===== src/sv/rvad_pkg.sv =====
// ----------------------------------------------------------------------------
// RMS voice activity detector package
// Shared widths, defaults and the controller/datapath command and status structs.
// ----------------------------------------------------------------------------
package rvad_pkg;

   localparam int RAW_W        = 32;
   localparam int SAMPLE_W     = 16;
   localparam int SQ_W         = 31;
   localparam int RAD_W        = 32;
   localparam int VOL_W        = 16;
   localparam int WSAMP_W      = 9;
   localparam int THR_W        = 17;
   localparam int SQRT_STEPS   = 16;

   localparam int WINDOW_MAX_DEFAULT   = 256;
   localparam int SHIFT_AMOUNT_DEFAULT = 14;

   typedef struct packed {
      logic load;
      logic square;
      logic accum;
      logic div_step;
      logic sqrt_init;
      logic sqrt_step;
      logic emit;
   } rvad_cmd_type;

   typedef struct packed {
      logic window_close;
      logic out_free;
   } rvad_status_type;

endpackage


===== src/sv/rvad_if.sv =====
// ----------------------------------------------------------------------------
// RMS voice activity detector channels
// Valid/ready interfaces for the sample, result and threshold channels.
// ----------------------------------------------------------------------------
interface rvad_req_if
   import rvad_pkg::*;
   ();
   logic                       valid;
   logic                       ready;
   logic signed [RAW_W-1:0]    raw_word;
   logic                       sample_valid;
   logic                       window_end;

   modport source (output valid, output raw_word, output sample_valid,
                   output window_end, input ready);
   modport sink   (input valid, input raw_word, input sample_valid,
                   input window_end, output ready);
endinterface

interface rvad_rsp_if
   import rvad_pkg::*;
   ();
   logic                 valid;
   logic                 ready;
   logic [VOL_W-1:0]     rms_volume;
   logic                 voice_detected;
   logic [WSAMP_W-1:0]   window_samples;

   modport source (output valid, output rms_volume, output voice_detected,
                   output window_samples, input ready);
   modport sink   (input valid, input rms_volume, input voice_detected,
                   input window_samples, output ready);
endinterface

interface rvad_csr_if
   import rvad_pkg::*;
   ();
   logic                       valid;
   logic                       ready;
   logic signed [THR_W-1:0]    data;

   modport source (output valid, output data, input ready);
   modport sink   (input valid, input data, output ready);
endinterface


===== src/sv/rms_voice_activity_detector.sv =====
// ----------------------------------------------------------------------------
// RMS voice activity detector
// Windowed mean-square energy, integer root and threshold voice flag.
//
// req_bus takes one word per handshake: a raw 32-bit microphone word, a flag
// saying it carries a sample and a flag that closes the window. A window also
// closes once WINDOW_MAX samples are in. Each closed window gives one word on
// rsp_bus: floor root of the truncated mean square, the voice flag (volume
// above threshold) and the sample count. csr_bus writes the signed threshold
// and is always ready; write it only while the block is idle.
// Words are handled one at a time. A word that does not close a window goes
// through load, square and accumulate steps. A closing word then runs a
// one-bit-per-cycle restoring divider over the SUM_W-bit window sum and a
// 16-step digit-by-digit root. The result sits in an output register, so new
// words are taken while it waits; if the receiver stalls, the next closing
// word holds in its final step until the register frees.
// Synchronous reset clears the sum, count, threshold and result valid.
// ----------------------------------------------------------------------------
module rms_voice_activity_detector
   import rvad_pkg::*;
#(
   parameter int WINDOW_MAX   = WINDOW_MAX_DEFAULT,
   parameter int SHIFT_AMOUNT = SHIFT_AMOUNT_DEFAULT
) (
   input  logic          clock,
   input  logic          reset,
   rvad_req_if.sink      req_bus,
   rvad_rsp_if.source    rsp_bus,
   rvad_csr_if.sink      csr_bus
);

   localparam int SUM_W = SQ_W + $clog2(WINDOW_MAX);

   rvad_cmd_type    cmd;
   rvad_status_type status;

   assign csr_bus.ready = 1'b1;

   rvad_ctrl #(
      .SUM_W (SUM_W)
   ) u_ctrl (
      .clock     (clock),
      .reset     (reset),
      .req_valid (req_bus.valid),
      .req_ready (req_bus.ready),
      .status    (status),
      .cmd       (cmd)
   );

   rvad_datapath #(
      .WINDOW_MAX   (WINDOW_MAX),
      .SHIFT_AMOUNT (SHIFT_AMOUNT),
      .SUM_W        (SUM_W)
   ) u_datapath (
      .clock          (clock),
      .reset          (reset),
      .cmd            (cmd),
      .status         (status),
      .raw_word       (req_bus.raw_word),
      .sample_valid   (req_bus.sample_valid),
      .window_end     (req_bus.window_end),
      .csr_write      (csr_bus.valid),
      .csr_data       (csr_bus.data),
      .rsp_valid      (rsp_bus.valid),
      .rsp_ready      (rsp_bus.ready),
      .rms_volume     (rsp_bus.rms_volume),
      .voice_detected (rsp_bus.voice_detected),
      .window_samples (rsp_bus.window_samples)
   );

endmodule


===== src/sv/rvad_ctrl.sv =====
// ----------------------------------------------------------------------------
// RMS voice activity detector controller
// Sequences load, square and accumulate steps per word, and divide, square root and emit steps per closing window.
// ----------------------------------------------------------------------------
module rvad_ctrl
   import rvad_pkg::*;
#(
   parameter int SUM_W = SQ_W + 8
) (
   input  logic            clock,
   input  logic            reset,
   input  logic            req_valid,
   output logic            req_ready,
   input  rvad_status_type status,
   output rvad_cmd_type    cmd
);

   localparam int STEP_W = $clog2(SUM_W);

   typedef enum logic [2:0] {
      IDLE,
      SQUARE,
      ACCUM,
      DIVIDE,
      SQRT_INIT,
      SQRT,
      EMIT
   } state_type;

   state_type           state_ff, state_in;
   logic [STEP_W-1:0]   step_ff, step_in;

   always_comb begin
      state_in = state_ff;
      step_in  = step_ff;
      cmd      = '0;
      req_ready = 1'b0;
      case (state_ff)
         IDLE: begin
            req_ready = 1'b1;
            if (req_valid) begin
               cmd.load = 1'b1;
               state_in = SQUARE;
            end
         end
         SQUARE: begin
            cmd.square = 1'b1;
            state_in   = ACCUM;
         end
         ACCUM: begin
            cmd.accum = 1'b1;
            step_in   = '0;
            state_in  = status.window_close ? DIVIDE : IDLE;
         end
         DIVIDE: begin
            cmd.div_step = 1'b1;
            step_in      = step_ff + STEP_W'(1);
            if (step_ff == STEP_W'(SUM_W - 1)) begin
               state_in = SQRT_INIT;
            end
         end
         SQRT_INIT: begin
            cmd.sqrt_init = 1'b1;
            step_in       = '0;
            state_in      = SQRT;
         end
         SQRT: begin
            cmd.sqrt_step = 1'b1;
            step_in       = step_ff + STEP_W'(1);
            if (step_ff == STEP_W'(SQRT_STEPS - 1)) begin
               state_in = EMIT;
            end
         end
         EMIT: begin
            if (status.out_free) begin
               cmd.emit = 1'b1;
               state_in = IDLE;
            end
         end
         default: begin
            state_in = IDLE;
         end
      endcase
   end

   always_ff @(posedge clock) begin
      if (reset) begin
         state_ff <= IDLE;
         step_ff  <= '0;
      end else begin
         state_ff <= state_in;
         step_ff  <= step_in;
      end
   end

endmodule


===== src/sv/rvad_datapath.sv =====
// ----------------------------------------------------------------------------
// RMS voice activity detector datapath
// Sample conversion, squaring, window sums, divider, root and result register.
// ----------------------------------------------------------------------------
module rvad_datapath
   import rvad_pkg::*;
#(
   parameter int WINDOW_MAX   = WINDOW_MAX_DEFAULT,
   parameter int SHIFT_AMOUNT = SHIFT_AMOUNT_DEFAULT,
   parameter int SUM_W        = SQ_W + $clog2(WINDOW_MAX_DEFAULT)
) (
   input  logic                     clock,
   input  logic                     reset,
   input  rvad_cmd_type             cmd,
   output rvad_status_type          status,
   input  logic signed [RAW_W-1:0]  raw_word,
   input  logic                     sample_valid,
   input  logic                     window_end,
   input  logic                     csr_write,
   input  logic signed [THR_W-1:0]  csr_data,
   output logic                     rsp_valid,
   input  logic                     rsp_ready,
   output logic [VOL_W-1:0]         rms_volume,
   output logic                     voice_detected,
   output logic [WSAMP_W-1:0]       window_samples
);

   localparam int CNT_W = $clog2(WINDOW_MAX + 1);

   logic signed [THR_W-1:0]     thr_ff;
   logic signed [SAMPLE_W-1:0]  sample_ff;
   logic                        sample_flag_ff;
   logic                        end_flag_ff;
   logic [SQ_W-1:0]             sq_ff;
   logic [SUM_W-1:0]            sum_ff;
   logic [CNT_W-1:0]            count_ff;
   logic [SUM_W-1:0]            quot_ff;
   logic [CNT_W-1:0]            drem_ff;
   logic [CNT_W-1:0]            divisor_ff;
   logic [RAD_W-1:0]            rad_ff;
   logic [VOL_W:0]              srem_ff;
   logic [VOL_W-1:0]            root_ff;
   logic                        rsp_valid_ff;
   logic [VOL_W-1:0]            vol_ff;
   logic                        voice_ff;
   logic [WSAMP_W-1:0]          wsamp_ff;

   logic signed [RAW_W-1:0]     shifted;
   logic signed [2*SAMPLE_W-1:0] product;
   logic [SUM_W-1:0]            sum_in;
   logic [CNT_W-1:0]            count_in;
   logic                        close;
   logic [CNT_W:0]              drem_sh;
   logic [CNT_W:0]              drem_diff;
   logic                        div_ge;
   logic [VOL_W+2:0]            srem_sh;
   logic [VOL_W+2:0]            trial;
   logic [VOL_W+2:0]            srem_diff;
   logic                        sqrt_ge;
   logic [VOL_W-1:0]            vol_in;
   logic [CNT_W+WSAMP_W-1:0]    count_ext;

   assign shifted  = raw_word >>> SHIFT_AMOUNT;
   assign product  = sample_ff * sample_ff;
   assign sum_in   = sum_ff + (sample_flag_ff ? SUM_W'(sq_ff) : '0);
   assign count_in = count_ff + (sample_flag_ff ? CNT_W'(1) : '0);
   assign close    = end_flag_ff | (sample_flag_ff & (count_in == CNT_W'(WINDOW_MAX)));

   assign drem_sh   = {drem_ff, quot_ff[SUM_W-1]};
   assign div_ge    = drem_sh >= {1'b0, divisor_ff};
   assign drem_diff = drem_sh - {1'b0, divisor_ff};

   assign srem_sh   = {srem_ff, rad_ff[RAD_W-1 -: 2]};
   assign trial     = {1'b0, root_ff, 2'b01};
   assign sqrt_ge   = srem_sh >= trial;
   assign srem_diff = srem_sh - trial;

   assign vol_in    = (divisor_ff == '0) ? '0 : root_ff;
   assign count_ext = {{WSAMP_W{1'b0}}, divisor_ff};

   assign status.window_close = close;
   assign status.out_free     = !rsp_valid_ff || rsp_ready;

   always_ff @(posedge clock) begin
      if (reset) begin
         thr_ff       <= '0;
         sum_ff       <= '0;
         count_ff     <= '0;
         rsp_valid_ff <= 1'b0;
      end else begin
         if (csr_write) begin
            thr_ff <= csr_data;
         end
         if (cmd.accum) begin
            if (close) begin
               sum_ff   <= '0;
               count_ff <= '0;
            end else begin
               sum_ff   <= sum_in;
               count_ff <= count_in;
            end
         end
         if (cmd.emit) begin
            rsp_valid_ff <= 1'b1;
         end else if (rsp_ready) begin
            rsp_valid_ff <= 1'b0;
         end
      end
   end

   always_ff @(posedge clock) begin
      if (cmd.load) begin
         sample_ff      <= shifted[SAMPLE_W-1:0];
         sample_flag_ff <= sample_valid;
         end_flag_ff    <= window_end;
      end
      if (cmd.square) begin
         sq_ff <= product[SQ_W-1:0];
      end
      if (cmd.accum) begin
         quot_ff    <= sum_in;
         drem_ff    <= '0;
         divisor_ff <= count_in;
      end
      if (cmd.div_step) begin
         quot_ff <= {quot_ff[SUM_W-2:0], div_ge};
         drem_ff <= div_ge ? drem_diff[CNT_W-1:0] : drem_sh[CNT_W-1:0];
      end
      if (cmd.sqrt_init) begin
         rad_ff  <= {1'b0, quot_ff[SQ_W-1:0]};
         srem_ff <= '0;
         root_ff <= '0;
      end
      if (cmd.sqrt_step) begin
         rad_ff  <= {rad_ff[RAD_W-3:0], 2'b00};
         srem_ff <= sqrt_ge ? srem_diff[VOL_W:0] : srem_sh[VOL_W:0];
         root_ff <= {root_ff[VOL_W-2:0], sqrt_ge};
      end
      if (cmd.emit) begin
         vol_ff   <= vol_in;
         voice_ff <= $signed({1'b0, vol_in}) > thr_ff;
         wsamp_ff <= count_ext[WSAMP_W-1:0];
      end
   end

   assign rsp_valid      = rsp_valid_ff;
   assign rms_volume     = vol_ff;
   assign voice_detected = voice_ff;
   assign window_samples = wsamp_ff;

endmodule


===== src/flat_wrapper.sv =====
// flat-port wrapper written by rule: the top's interface ports become plain ports
module rms_voice_activity_detector_flat import rvad_pkg::*;
#(
   parameter int WINDOW_MAX   = WINDOW_MAX_DEFAULT,
   parameter int SHIFT_AMOUNT = SHIFT_AMOUNT_DEFAULT
)
  (clock, reset, req_bus_valid, req_bus_raw_word, req_bus_sample_valid, req_bus_window_end, req_bus_ready, rsp_bus_valid, rsp_bus_rms_volume, rsp_bus_voice_detected, rsp_bus_window_samples, rsp_bus_ready, csr_bus_valid, csr_bus_data, csr_bus_ready);
  rvad_req_if req_bus_i ();
  rvad_rsp_if rsp_bus_i ();
  rvad_csr_if csr_bus_i ();
  input  logic clock;
  input  logic reset;
  input wire logic [$bits(req_bus_i.valid)-1:0] req_bus_valid;
  input wire logic [$bits(req_bus_i.raw_word)-1:0] req_bus_raw_word;
  input wire logic [$bits(req_bus_i.sample_valid)-1:0] req_bus_sample_valid;
  input wire logic [$bits(req_bus_i.window_end)-1:0] req_bus_window_end;
  output wire logic [$bits(req_bus_i.ready)-1:0] req_bus_ready;
  output wire logic [$bits(rsp_bus_i.valid)-1:0] rsp_bus_valid;
  output wire logic [$bits(rsp_bus_i.rms_volume)-1:0] rsp_bus_rms_volume;
  output wire logic [$bits(rsp_bus_i.voice_detected)-1:0] rsp_bus_voice_detected;
  output wire logic [$bits(rsp_bus_i.window_samples)-1:0] rsp_bus_window_samples;
  input wire logic [$bits(rsp_bus_i.ready)-1:0] rsp_bus_ready;
  input wire logic [$bits(csr_bus_i.valid)-1:0] csr_bus_valid;
  input wire logic [$bits(csr_bus_i.data)-1:0] csr_bus_data;
  output wire logic [$bits(csr_bus_i.ready)-1:0] csr_bus_ready;
  assign req_bus_i.valid = req_bus_valid;
  assign req_bus_i.raw_word = req_bus_raw_word;
  assign req_bus_i.sample_valid = req_bus_sample_valid;
  assign req_bus_i.window_end = req_bus_window_end;
  assign req_bus_ready = req_bus_i.ready;
  assign rsp_bus_valid = rsp_bus_i.valid;
  assign rsp_bus_rms_volume = rsp_bus_i.rms_volume;
  assign rsp_bus_voice_detected = rsp_bus_i.voice_detected;
  assign rsp_bus_window_samples = rsp_bus_i.window_samples;
  assign rsp_bus_i.ready = rsp_bus_ready;
  assign csr_bus_i.valid = csr_bus_valid;
  assign csr_bus_i.data = csr_bus_data;
  assign csr_bus_ready = csr_bus_i.ready;
  rms_voice_activity_detector #(.WINDOW_MAX(WINDOW_MAX), .SHIFT_AMOUNT(SHIFT_AMOUNT)) u_core (.clock(clock), .reset(reset), .req_bus(req_bus_i), .rsp_bus(rsp_bus_i), .csr_bus(csr_bus_i));
endmodule

===== config.mk =====
export PLATFORM = sky130hd
export DESIGN_NAME = rms_voice_activity_detector_flat
export DESIGN_NICKNAME = d
export VERILOG_FILES = /design/src/sv/rvad_pkg.sv /design/src/sv/rvad_if.sv /design/src/sv/rms_voice_activity_detector.sv /design/src/sv/rvad_ctrl.sv /design/src/sv/rvad_datapath.sv /design/src/flat_wrapper.sv
export SDC_FILE = /design/constraint.sdc
export NUM_CORES = 1
export LEC_CHECK = 0
export BUFFER_PORTS_ARGS = -buffer_cell sky130_fd_sc_hd__buf_2
export CAP_MARGIN = 20
export CORE_MARGIN = 2
export CORE_UTILIZATION = 50
export DETAILED_ROUTE_END_ITERATION = 16
export PLACE_DENSITY = 0.69
export SLEW_MARGIN = 20
export SYNTH_ARGS = -nofsm -noshare
export SYNTH_HDL_FRONTEND = slang
export SYNTH_SLANG_ARGS = --single-unit

===== constraint.sdc =====
create_clock -name clock -period 7.3 [get_ports clock]
set_clock_uncertainty 0.1 [all_clocks]
set_input_delay 0.73 -clock clock [delete_from_list [all_inputs] [get_ports clock]]
set_output_delay 0.73 -clock clock [all_outputs]
set_load 0.01 [all_outputs]

==> results of run 1 <==
## through the flow
step,utilization,hold slack [ns],setup WS (ns)
2_1_floorplan,-,0.315,0.858
3_3_place_gp,0.528,0.326,0.674
3_5_place_dp,0.528,0.344,0.634
4_1_cts,0.552,0.180,0.606
5_1_grt,0.552,0.192,0.0888
6_report,0.552,0.215,0.592
## flip-flops by register name (all words and copies together) (netlist names), 17 cells and up
| name | flops |
|---|---|
| u_core.u_datapath.rad_ff | 32 |
| u_core.u_datapath.sq_ff | 30 |
| u_core.u_datapath.quot_ff | 39 |
| u_core.u_datapath.srem_ff | 17 |
| u_core.u_datapath.sum_ff | 39 |
| u_core.u_datapath.thr_ff | 17 |
## metal layers
layer | track usage | vias up | part of all wire
met3 | 0.0205 | 81 | 0.038
met5 | 0 | - | 0
met4 | 0.0562 | 0 | 0.026
li1 | - | 7834 | -
met1 | 0.262 | 7691 | 0.44
met2 | 0.375 | 360 | 0.50
## cell usage in the layout, fill, tap and decap left out, types with 9 or more instances in the layout
cell	n
a211oi_1	13
a21o_1	34
a21oi_1	88
a22o_1	10
a22oi_1	16
a31oi_1	36
and2_1	71
and3_1	13
buf_2	67
buf_4	35
clkbuf_16	32
dfxtp_1	76
edfxtp_1	194
fa_1	233
ha_1	161
inv_1	407
mux2_2	10
mux2i_1	62
nand2_1	178
nand2b_1	15
nand3_1	44
nand4_1	18
nor2_1	207
nor2b_1	21
nor3_1	27
o211ai_1	17
o21a_1	11
o21ai_0	62
or3_1	10
or4_1	9
xnor2_1	72
xor2_1	27
## synth_stat cells, types with 15 or more instances
cell type / count / share of area
ha_1: 161 / 0.088
xor2_1: 27 / 0.010
o211ai_1: 17 / 0.0056
nand2b_1: 15 / 0.0041
xnor2_1: 72 / 0.027
clkbuf_1: 68 / 0.011
mux2i_1: 62 / 0.027
and2_1: 71 / 0.019
edfxtp_1: 194 / 0.25
nor2b_1: 22 / 0.0060
dfxtp_1: 77 / 0.067
a22oi_1: 16 / 0.0052
o21ai_0: 62 / 0.014
nand2_1: 178 / 0.029
nor3_1: 27 / 0.0059
a21oi_1: 88 / 0.019
a21o_1: 34 / 0.011
nand3_1: 44 / 0.0096
inv_1: 408 / 0.067
nor2_1: 210 / 0.034
fa_1: 233 / 0.20
a31oi_1: 36 / 0.0098
nand4_1: 18 / 0.0049
## cell type report
cell class / count / area [µm²] / area share
multi-input combinational: 1571 / 13700 / 0.547
sequential: 271 / 7370 / 0.294
inverter: 411 / 1540 / 0.0616
clock buffer: 38 / 863 / 0.0345
tap: 600 / 751 / 0.0300
timing repair buffer: 102 / 598 / 0.0239
clock inverter: 19 / 220 / 0.00879
## cells by family (layout without fill, tap and decap cells)
| group | after synthesis | in the layout | synth area share |
|---|---|---|---|
| simple gates | 651 | 651 | 0.134 |
| buf+inv | 499 | 570 | 0.0829 |
| fa+ha+maj | 394 | 394 | 0.291 |
| compound gates | 354 | 354 | 0.102 |
| flops | 271 | 271 | 0.321 |
| xor+xnor | 99 | 99 | 0.0378 |
| mux | 72 | 72 | 0.0319 |
| other cells | 1 | 1 | 0.000163 |
## worst paths after layout
path | endpoint | slack (ns) | cells past startpoint
setup / recovery | u_core.u_datapath.sq_ff[30] | 0.59 | 20
hold / removal | u_core.u_datapath.sample_ff[15] | 0.22 | 1
setup reg to reg | u_core.u_datapath.sq_ff[30] | 0.59 | 20
hold reg to reg | u_core.u_datapath.rad_ff[0] | 0.35 | 2
==> flow_metrics.env, run 1 <==
export IMPL_status="finished clean"
export IMPL_overflow=0
export IMPL_critPathMaxFanout=17
export IMPL_hold_path_startpoint="req_bus_raw_word[29]"
export IMPL_drive_gt1_frac=0.0825
export IMPL_vias_per_cell=5.30
export IMPL_critical_path_slowest_cell="edfxtp_1"
export IMPL_drtAntennaViolNets=0
export IMPL_grt_max_degree=70
export IMPL_antenna_found_initial=0
export IMPL_hp_class="in2reg"
export IMPL_drtPass1Iterations=5
export IMPL_cp_required_ns=7.53
export IMPL_synth_ff_type="edfxtp_1"
export IMPL_cts_hold_buf=0
export IMPL_critPathTopFamily="adder cells"
export IMPL_place_area_um2=24000
export IMPL_cts_buffers=31
export IMPL_clk_latency_ns=0.60
export IMPL_reg2reg_from="u_core.u_datapath.sample_ff[11]"
export IMPL_worstSetupPathType="reg2reg"
export IMPL_crit_chain="and2_1 > inv_1 > fa_1 > inv_1 > fa_1 > fa_1 > fa_1 > fa_1 > inv_1 > fa_1 > inv_1 > ha_1 > nand4_1 > nor3_1 > nand3_1 > o211ai_1 > o211ai_1 > nand3_1 > o22ai_1 > xnor2_1"
export IMPL_finalHoldViolations=0
export IMPL_worst_pin_slew_ns=0.976
export IMPL_finalSetupViolations=0
export IMPL_ys_seq_area_frac=0.321
export IMPL_synth_edf_count=194
export IMPL_die_w_um=218
export IMPL_start_util=0.506
export IMPL_cts_resized=0
export IMPL_postCtsSetupBuffers=0
export IMPL_cpMostUsedCell="fa_1"
export IMPL_htree_levels=1
export IMPL_drc=0
export IMPL_nets=2838
export IMPL_cts_sinks=271
export IMPL_dp_cells=2953
export IMPL_drv_slew=0
export IMPL_grt_pass1_wl_um=80600
export IMPL_ys_ff_latch=271
export IMPL_synthCells=2341
export IMPL_wire_per_inst_um=15.9
export IMPL_ys_types=83
export IMPL_min_period_ns=6.71
export IMPL_drtIter0Drc=974
export IMPL_fin_setup_tns_ns=0
export IMPL_grt_usage=0.206
export IMPL_fin_area_um2=25100
export IMPL_ctsLongestPathBuffers=3
export IMPL_ys_warn_count=0
export IMPL_first_global_vias=16641
export IMPL_rsz0062_at_grt="false"
export IMPL_critPathLaunchType="flip-flop"
export IMPL_crit_buf_inv=4
export IMPL_period_share=0.919
export IMPL_max_slew_margin=0.349
export IMPL_synthArstFlopShare=0
export IMPL_maxCapViolations=0
export IMPL_cp_startpoint="u_core.u_datapath.sample_ff[11]"
export IMPL_path_clk_slew_ns=0.06
export IMPL_area_growth_pct=9.10
export IMPL_ioPinCount=85
export IMPL_antenna_cells=0
export IMPL_max_freq_mhz=149
export IMPL_fin_cells=3012
export IMPL_via_count=15966
export IMPL_cts_tree="built"
export IMPL_core_um2=45400
export IMPL_row_count=78
export IMPL_syn_nets=2791
export IMPL_die_area_um2=47700
export IMPL_max_stage_delay_ns=0.78
export IMPL_syn_area_um2=23000
export IMPL_finalWeightedCongestion=0.895
export IMPL_routed_wl_um=48000
export IMPL_critPathCaptureType="flip-flop"
export IMPL_arrival_ns=6.94
export IMPL_synth_avg_cell_area_um2=9.81
export IMPL_fillCellCount=4004
export IMPL_die_h_um=218
export IMPL_cts_root_buf="clkbuf_16"
export IMPL_port_buffers=67
export IMPL_hpwl_um=37300
Power of run 1 is not shown: default switching activity piles up to over one toggle a cycle in this logic, so the estimate is an artifact.
==> run 2, diff against run 1 <==
--- a/config.mk
+++ b/config.mk
@@ -8,9 +8,9 @@
 export BUFFER_PORTS_ARGS = -buffer_cell sky130_fd_sc_hd__buf_2
 export CAP_MARGIN = 20
 export CORE_MARGIN = 2
-export CORE_UTILIZATION = 50
+export CORE_UTILIZATION = 40
 export DETAILED_ROUTE_END_ITERATION = 16
-export PLACE_DENSITY = 0.69
+export PLACE_DENSITY = 0.58
 export SLEW_MARGIN = 20
 export SYNTH_ARGS = -nofsm -noshare
 export SYNTH_HDL_FRONTEND = slang
==> run 2 against run 1 <==
Net effect:
- hold slack got worse by 0.0099 ns
- clock-buffer cell count rose by 8
- sequential share of layout area fell by 0.21 points
- register-to-register slack got worse by 0.03 ns
- flip-flop and latch count did not move
- global-route usage fell by 4.3 points
- critical path type unchanged
==> flow_metrics.env, run 2 (same netlist as run 1, synthesis figures left out) <==
export IMPL_max_freq_mhz=149
export IMPL_path_clk_slew_ns=0.06
export IMPL_critPathTopFamily="adder cells"
export IMPL_nets=2835
export IMPL_row_count=87
export IMPL_final_common_cell="inv_1"
export IMPL_first_global_vias=16342
export IMPL_rsz0062_at_grt="false"
export IMPL_cts_buffers=31
export IMPL_fin_setup_tns_ns=0
export IMPL_postCtsSetupBuffers=0
export IMPL_crit_chain="and2_1 > fa_1 > inv_1 > fa_1 > fa_1 > inv_1 > fa_1 > fa_1 > inv_1 > fa_1 > inv_1 > ha_1 > nand2_1 > nand2b_1 > a21o_1 > a221o_1 > nor4_1 > o31ai_1 > o41ai_2 > xnor2_1"
export IMPL_cts_root_buf="clkbuf_16"
export IMPL_drc=0
export IMPL_setup_ws_ns=0.566
export IMPL_start_util=0.406
export IMPL_reg_top3="u_core.u_datapath.quot_ff (39), u_core.u_datapath.sum_ff (39), u_core.u_datapath.rad_ff (32)"
export IMPL_grt_pass1_wl_um=80800
export IMPL_drtIter0Drc=620
export IMPL_cts_tree="built"
export IMPL_antenna_found_initial=0
export IMPL_ioPinCount=85
export IMPL_finalSetupViolations=0
export IMPL_port_buffers=67
export IMPL_top_layer_used="met4"
export IMPL_arrival_ns=6.98
export IMPL_drive_gt1_frac=0.0801
export IMPL_critPathLaunchType="flip-flop"
export IMPL_vias_per_cell=5.01
export IMPL_cpMostUsedCell="fa_1"
export IMPL_hpwl_um=37400
export IMPL_crit_buf_inv=4
export IMPL_die_h_um=244
export IMPL_critPathCaptureType="flip-flop"
export IMPL_min_period_ns=6.73
export IMPL_cts_hold_buf=0
export IMPL_wl_met3_um=1960
export IMPL_ctsLongestPathBuffers=3
export IMPL_status="finished clean"
export IMPL_worstSetupPathType="reg2reg"
export IMPL_routed_wl_met2_um=22900
export IMPL_drv_slew=0
export IMPL_clk_latency_ns=0.60
export IMPL_via_count=15847
export IMPL_critical_path_slowest_cell="edfxtp_1"
export IMPL_core_um2=56600
export IMPL_final_cell_mix="inv_1, fa_1, nor2_1"
export IMPL_critPathMaxFanout=18
export IMPL_grt_max_degree=70
export IMPL_drtAntennaViolNets=0
export IMPL_maxCapViolations=0
export IMPL_htree_levels=1
export IMPL_cts_sinks=271
export IMPL_finalHoldViolations=0
export IMPL_antenna_cells=0
export IMPL_final_util=0.446
export IMPL_max_slew_margin=0.349
export IMPL_die_w_um=244
export IMPL_wire_per_inst_um=15.2
export IMPL_cp_required_ns=7.54
export IMPL_period_share=0.922
export IMPL_routed_wl_um=48000
export IMPL_finalWeightedCongestion=0.894
export IMPL_overflow=0
export IMPL_die_area_um2=59400
export IMPL_hp_class="in2reg"
export IMPL_m1WireLength_um=22200
export IMPL_worst_pin_slew_ns=0.977
export IMPL_max_stage_delay_ns=0.67
export IMPL_drtPass1Iterations=5
export IMPL_area_growth_pct=9.89
export IMPL_cts_resized=0
export IMPL_place_ws_ns=0.582
export IMPL_grt_usage=0.163
==> run 2: layer usage <==
metal  vias up  GRT usage
li1       7824          -
met1      7675      0.215
met2       280      0.286
met3        68     0.0207
met4         0     0.0375
met5         -          0
==> run 2: final cells by class <==
class	count	area, µm²
Multi-Input combinational cell	1571	13700
Timing Repair Buffer	99	576
Inverter	411	1540
Tap cell	756	946
Clock buffer	46	977
Sequential cell	271	7370
Fill cell	5408	31400
Clock inverter	12	115
==> run 2: final timing paths <==
check	slack, ns	startpoint	to	cells after the start
worst min-delay path	0.21	req_bus_raw_word[28]	u_core.u_datapath.sample_ff[14]	1
worst max register to register	0.57	u_core.u_datapath.sample_ff[14]	u_core.u_datapath.sq_ff[29]	20
worst min register to register	0.34	u_core.u_datapath.rad_ff[1]	u_core.u_datapath.rad_ff[1]	2
worst max-delay path	0.57	u_core.u_datapath.sample_ff[14]	u_core.u_datapath.sq_ff[29]	20
==> run 2: per-stage QoR <==
step	hold WS, ns	instance area [µm²]	std cells
2_1_floorplan	0.315	23000	2341
3_3_place_gp	0.327	24100	3108
3_5_place_dp	0.340	24100	3108
4_1_cts	0.169	25200	3166
5_1_grt	0.173	25200	3166
6_report	0.205	25200	3166
Power of run 2 is left out for the same reason.
==> run 3, diff against run 2 <==
--- a/config.mk
+++ b/config.mk
@@ -5,13 +5,15 @@
 export SDC_FILE = /design/constraint.sdc
 export NUM_CORES = 1
 export LEC_CHECK = 0
+export ABC_AREA = 1
 export BUFFER_PORTS_ARGS = -buffer_cell sky130_fd_sc_hd__buf_2
 export CAP_MARGIN = 20
+export CORE_ASPECT_RATIO = 1.4
 export CORE_MARGIN = 2
 export CORE_UTILIZATION = 40
 export DETAILED_ROUTE_END_ITERATION = 16
 export PLACE_DENSITY = 0.58
-export SLEW_MARGIN = 20
+export SLEW_MARGIN = 5
 export SYNTH_ARGS = -nofsm -noshare
 export SYNTH_HDL_FRONTEND = slang
 export SYNTH_SLANG_ARGS = --single-unit
==> run 3 against run 2 <==
Net effect:
- maximum frequency is 2.6% higher
- non-clock buffer count is 10 lower
- register-to-register slack better by 0.17 ns
- largest cell class unchanged
==> flow_metrics.env, run 3 <==
export IMPL_critPathTopFamily="adder cells"
export IMPL_maxCapViolations=0
export IMPL_drv_slew=0
export IMPL_clk_latency_ns=0.57
export IMPL_drtPass1Iterations=5
export IMPL_vias_per_cell=4.80
export IMPL_fillCellCount=6070
export IMPL_min_period_ns=6.57
export IMPL_drc=0
export IMPL_syn_nets=3445
export IMPL_status="finished clean"
export IMPL_grt_max_degree=65
export IMPL_top_layer_used="met4"
export IMPL_grt_usage=0.193
export IMPL_critPathMaxFanout=17
export IMPL_path_clk_slew_ns=0.07
export IMPL_area_growth_pct=9.37
export IMPL_wire_per_inst_um=14.9
export IMPL_synth_edf_count=194
export IMPL_routed_wl_met2_um=31000
export IMPL_antenna_found_initial=0
export IMPL_setup_ws_ns=0.734
export IMPL_die_w_um=212
export IMPL_drtAntennaViolNets=0
export IMPL_htree_levels=2
export IMPL_arrival_ns=6.76
export IMPL_synth_ff_type="edfxtp_1"
export IMPL_antenna_cells=0
export IMPL_ys_seq_area_frac=0.304
export IMPL_cts_sinks=271
export IMPL_cts_tree="built"
export IMPL_synthTopCellsByCount="nand2_1, inv_1, fa_1"
export IMPL_cp_required_ns=7.50
export IMPL_m1WireLength_um=22000
export IMPL_worstSetupPathType="reg2reg"
export IMPL_max_freq_mhz=152
export IMPL_yosysTopAreaCellShare=0.241
export IMPL_critical_path_slowest_cell="edfxtp_1"
export IMPL_cts_buffers=34
export IMPL_rsz0062_at_grt="false"
export IMPL_cpMostUsedCell="fa_1"
export IMPL_overflow=0
export IMPL_cts_root_buf="clkbuf_16"
export IMPL_crit_buf_inv=4
export IMPL_nets=3490
export IMPL_ioPinCount=85
export IMPL_max_stage_delay_ns=0.91
export IMPL_place_ws_ns=0.845
export IMPL_die_area_um2=62500
export IMPL_cts_resized=0
export IMPL_fin_setup_tns_ns=0
export IMPL_max_slew_margin=0.331
export IMPL_worst_pin_slew_ns=1.00
export IMPL_cts_hold_buf=0
export IMPL_seq_area_um2=7370
export IMPL_wl_met3_um=1750
export IMPL_synthArstFlopShare=0
export IMPL_netlist_top_cell_by_area="edfxtp_1"
export IMPL_drtIter0Drc=852
export IMPL_start_util=0.405
export IMPL_first_global_vias=20071
export IMPL_reg_top3="u_core.u_datapath.quot_ff (39), u_core.u_datapath.sum_ff (39), u_core.u_datapath.rad_ff (32)"
export IMPL_crit_chain="nor2_1 > fa_1 > inv_1 > fa_1 > inv_1 > fa_1 > fa_1 > fa_1 > inv_1 > fa_1 > inv_1 > ha_1 > a21oi_1 > o21ai_0 > a21oi_1 > nand3_1 > nand3_1 > nand2_1 > nand2_1 > nand2_1"
export IMPL_final_cell_mix="nand2_1, inv_1, fa_1"
export IMPL_final_common_cell="nand2_1"
export IMPL_period_share=0.899
export IMPL_row_count=106
export IMPL_critPathLaunchType="flip-flop"
export IMPL_ys_ff_latch=271
export IMPL_yosysMostFrequentCell="nand2_1"
export IMPL_ys_warn_count=0
export IMPL_postCtsSetupBuffers=0
export IMPL_synthCells=2995
export IMPL_die_h_um=295
export IMPL_syn_area_um2=24200
export IMPL_ctsLongestPathBuffers=3
export IMPL_multi_input_area_um2=13800
export IMPL_grt_pass1_wl_um=96600
export IMPL_core_um2=59800
export IMPL_routed_wl_um=57700
export IMPL_hpwl_um=46900
export IMPL_drive_gt1_frac=0.0577
export IMPL_via_count=18617
export IMPL_synth_avg_cell_area_um2=8.08
export IMPL_hp_class="in2reg"
export IMPL_critPathCaptureType="flip-flop"
export IMPL_ys_types=54
export IMPL_synth_area_leaders="edfxtp_1, fa_1, nand2_1"
export IMPL_finalHoldViolations=0
export IMPL_finalWeightedCongestion=0.908
export IMPL_finalSetupViolations=0
export IMPL_port_buffers=67
run 3: changes by cell type after synthesis, moves of 26 or more:
cell / delta
and2_1: -70
mux2i_1: -62
xnor2_1: -49
a21o_1: -27
inv_1: +305
a21oi_1: +81
nand2_1: +557
a31oi_1: -26
o21ai_0: +65
nand3_1: +46
xor2_1: +28
run 3: worst paths after layout:
kind,from,endpoint,slack [ns],depth (start not counted)
min,req_bus_sample_valid,u_core.u_datapath.sample_flag_ff,0.23,1
min reg2reg,u_core.u_datapath.thr_ff[5],u_core.u_datapath.thr_ff[5],0.37,2
max,u_core.u_datapath.sample_ff[6],u_core.u_datapath.sq_ff[30],0.73,20
max reg2reg,u_core.u_datapath.sample_ff[6],u_core.u_datapath.sq_ff[30],0.73,20
run 3: cells by family (layout without fill, tap and decap cells):
group,Yosys count,in the layout,share of synthesized area
and+or+nand+nor,1099,1099,0.186
buffers and inverters,796,866,0.125
adders and majority gates,394,394,0.276
AOI/OAI and AO/OA,356,356,0.0802
DFF,271,271,0.304
xor gates and xnor gates,78,78,0.0282
other,1,1,0.000155
run 3: per-layer routing:
layer / vias up / GRT usage
met5: - / 0
met4: 0 / 0.0964
li1: 9314 / -
met2: 326 / 0.379
met1: 8817 / 0.200
met3: 160 / 0.0237
run 3: final cells by class:
type,count,share of cell area
Clock buffer,42,0.0337
Inverter,716,0.102
Sequential cell,271,0.278
Clock inverter,19,0.00700
Timing Repair Buffer,89,0.0189
Tap cell,810,0.0383
Multi-Input combinational cell,1928,0.522
run 3: metrics by stage:
stage / std cells / cell area, µm² / hold WS, ns / utilization
floorplan: 2995 / 24200 / 0.324 / -
global placement: 3814 / 25400 / 0.355 / 0.425
detailed placement: 3814 / 25400 / 0.363 / 0.425
CTS: 3875 / 26500 / 0.201 / 0.443
global route: 3875 / 26500 / 0.209 / 0.443
finish: 3875 / 26500 / 0.232 / 0.443
Power of run 3 is left out for the same reason.
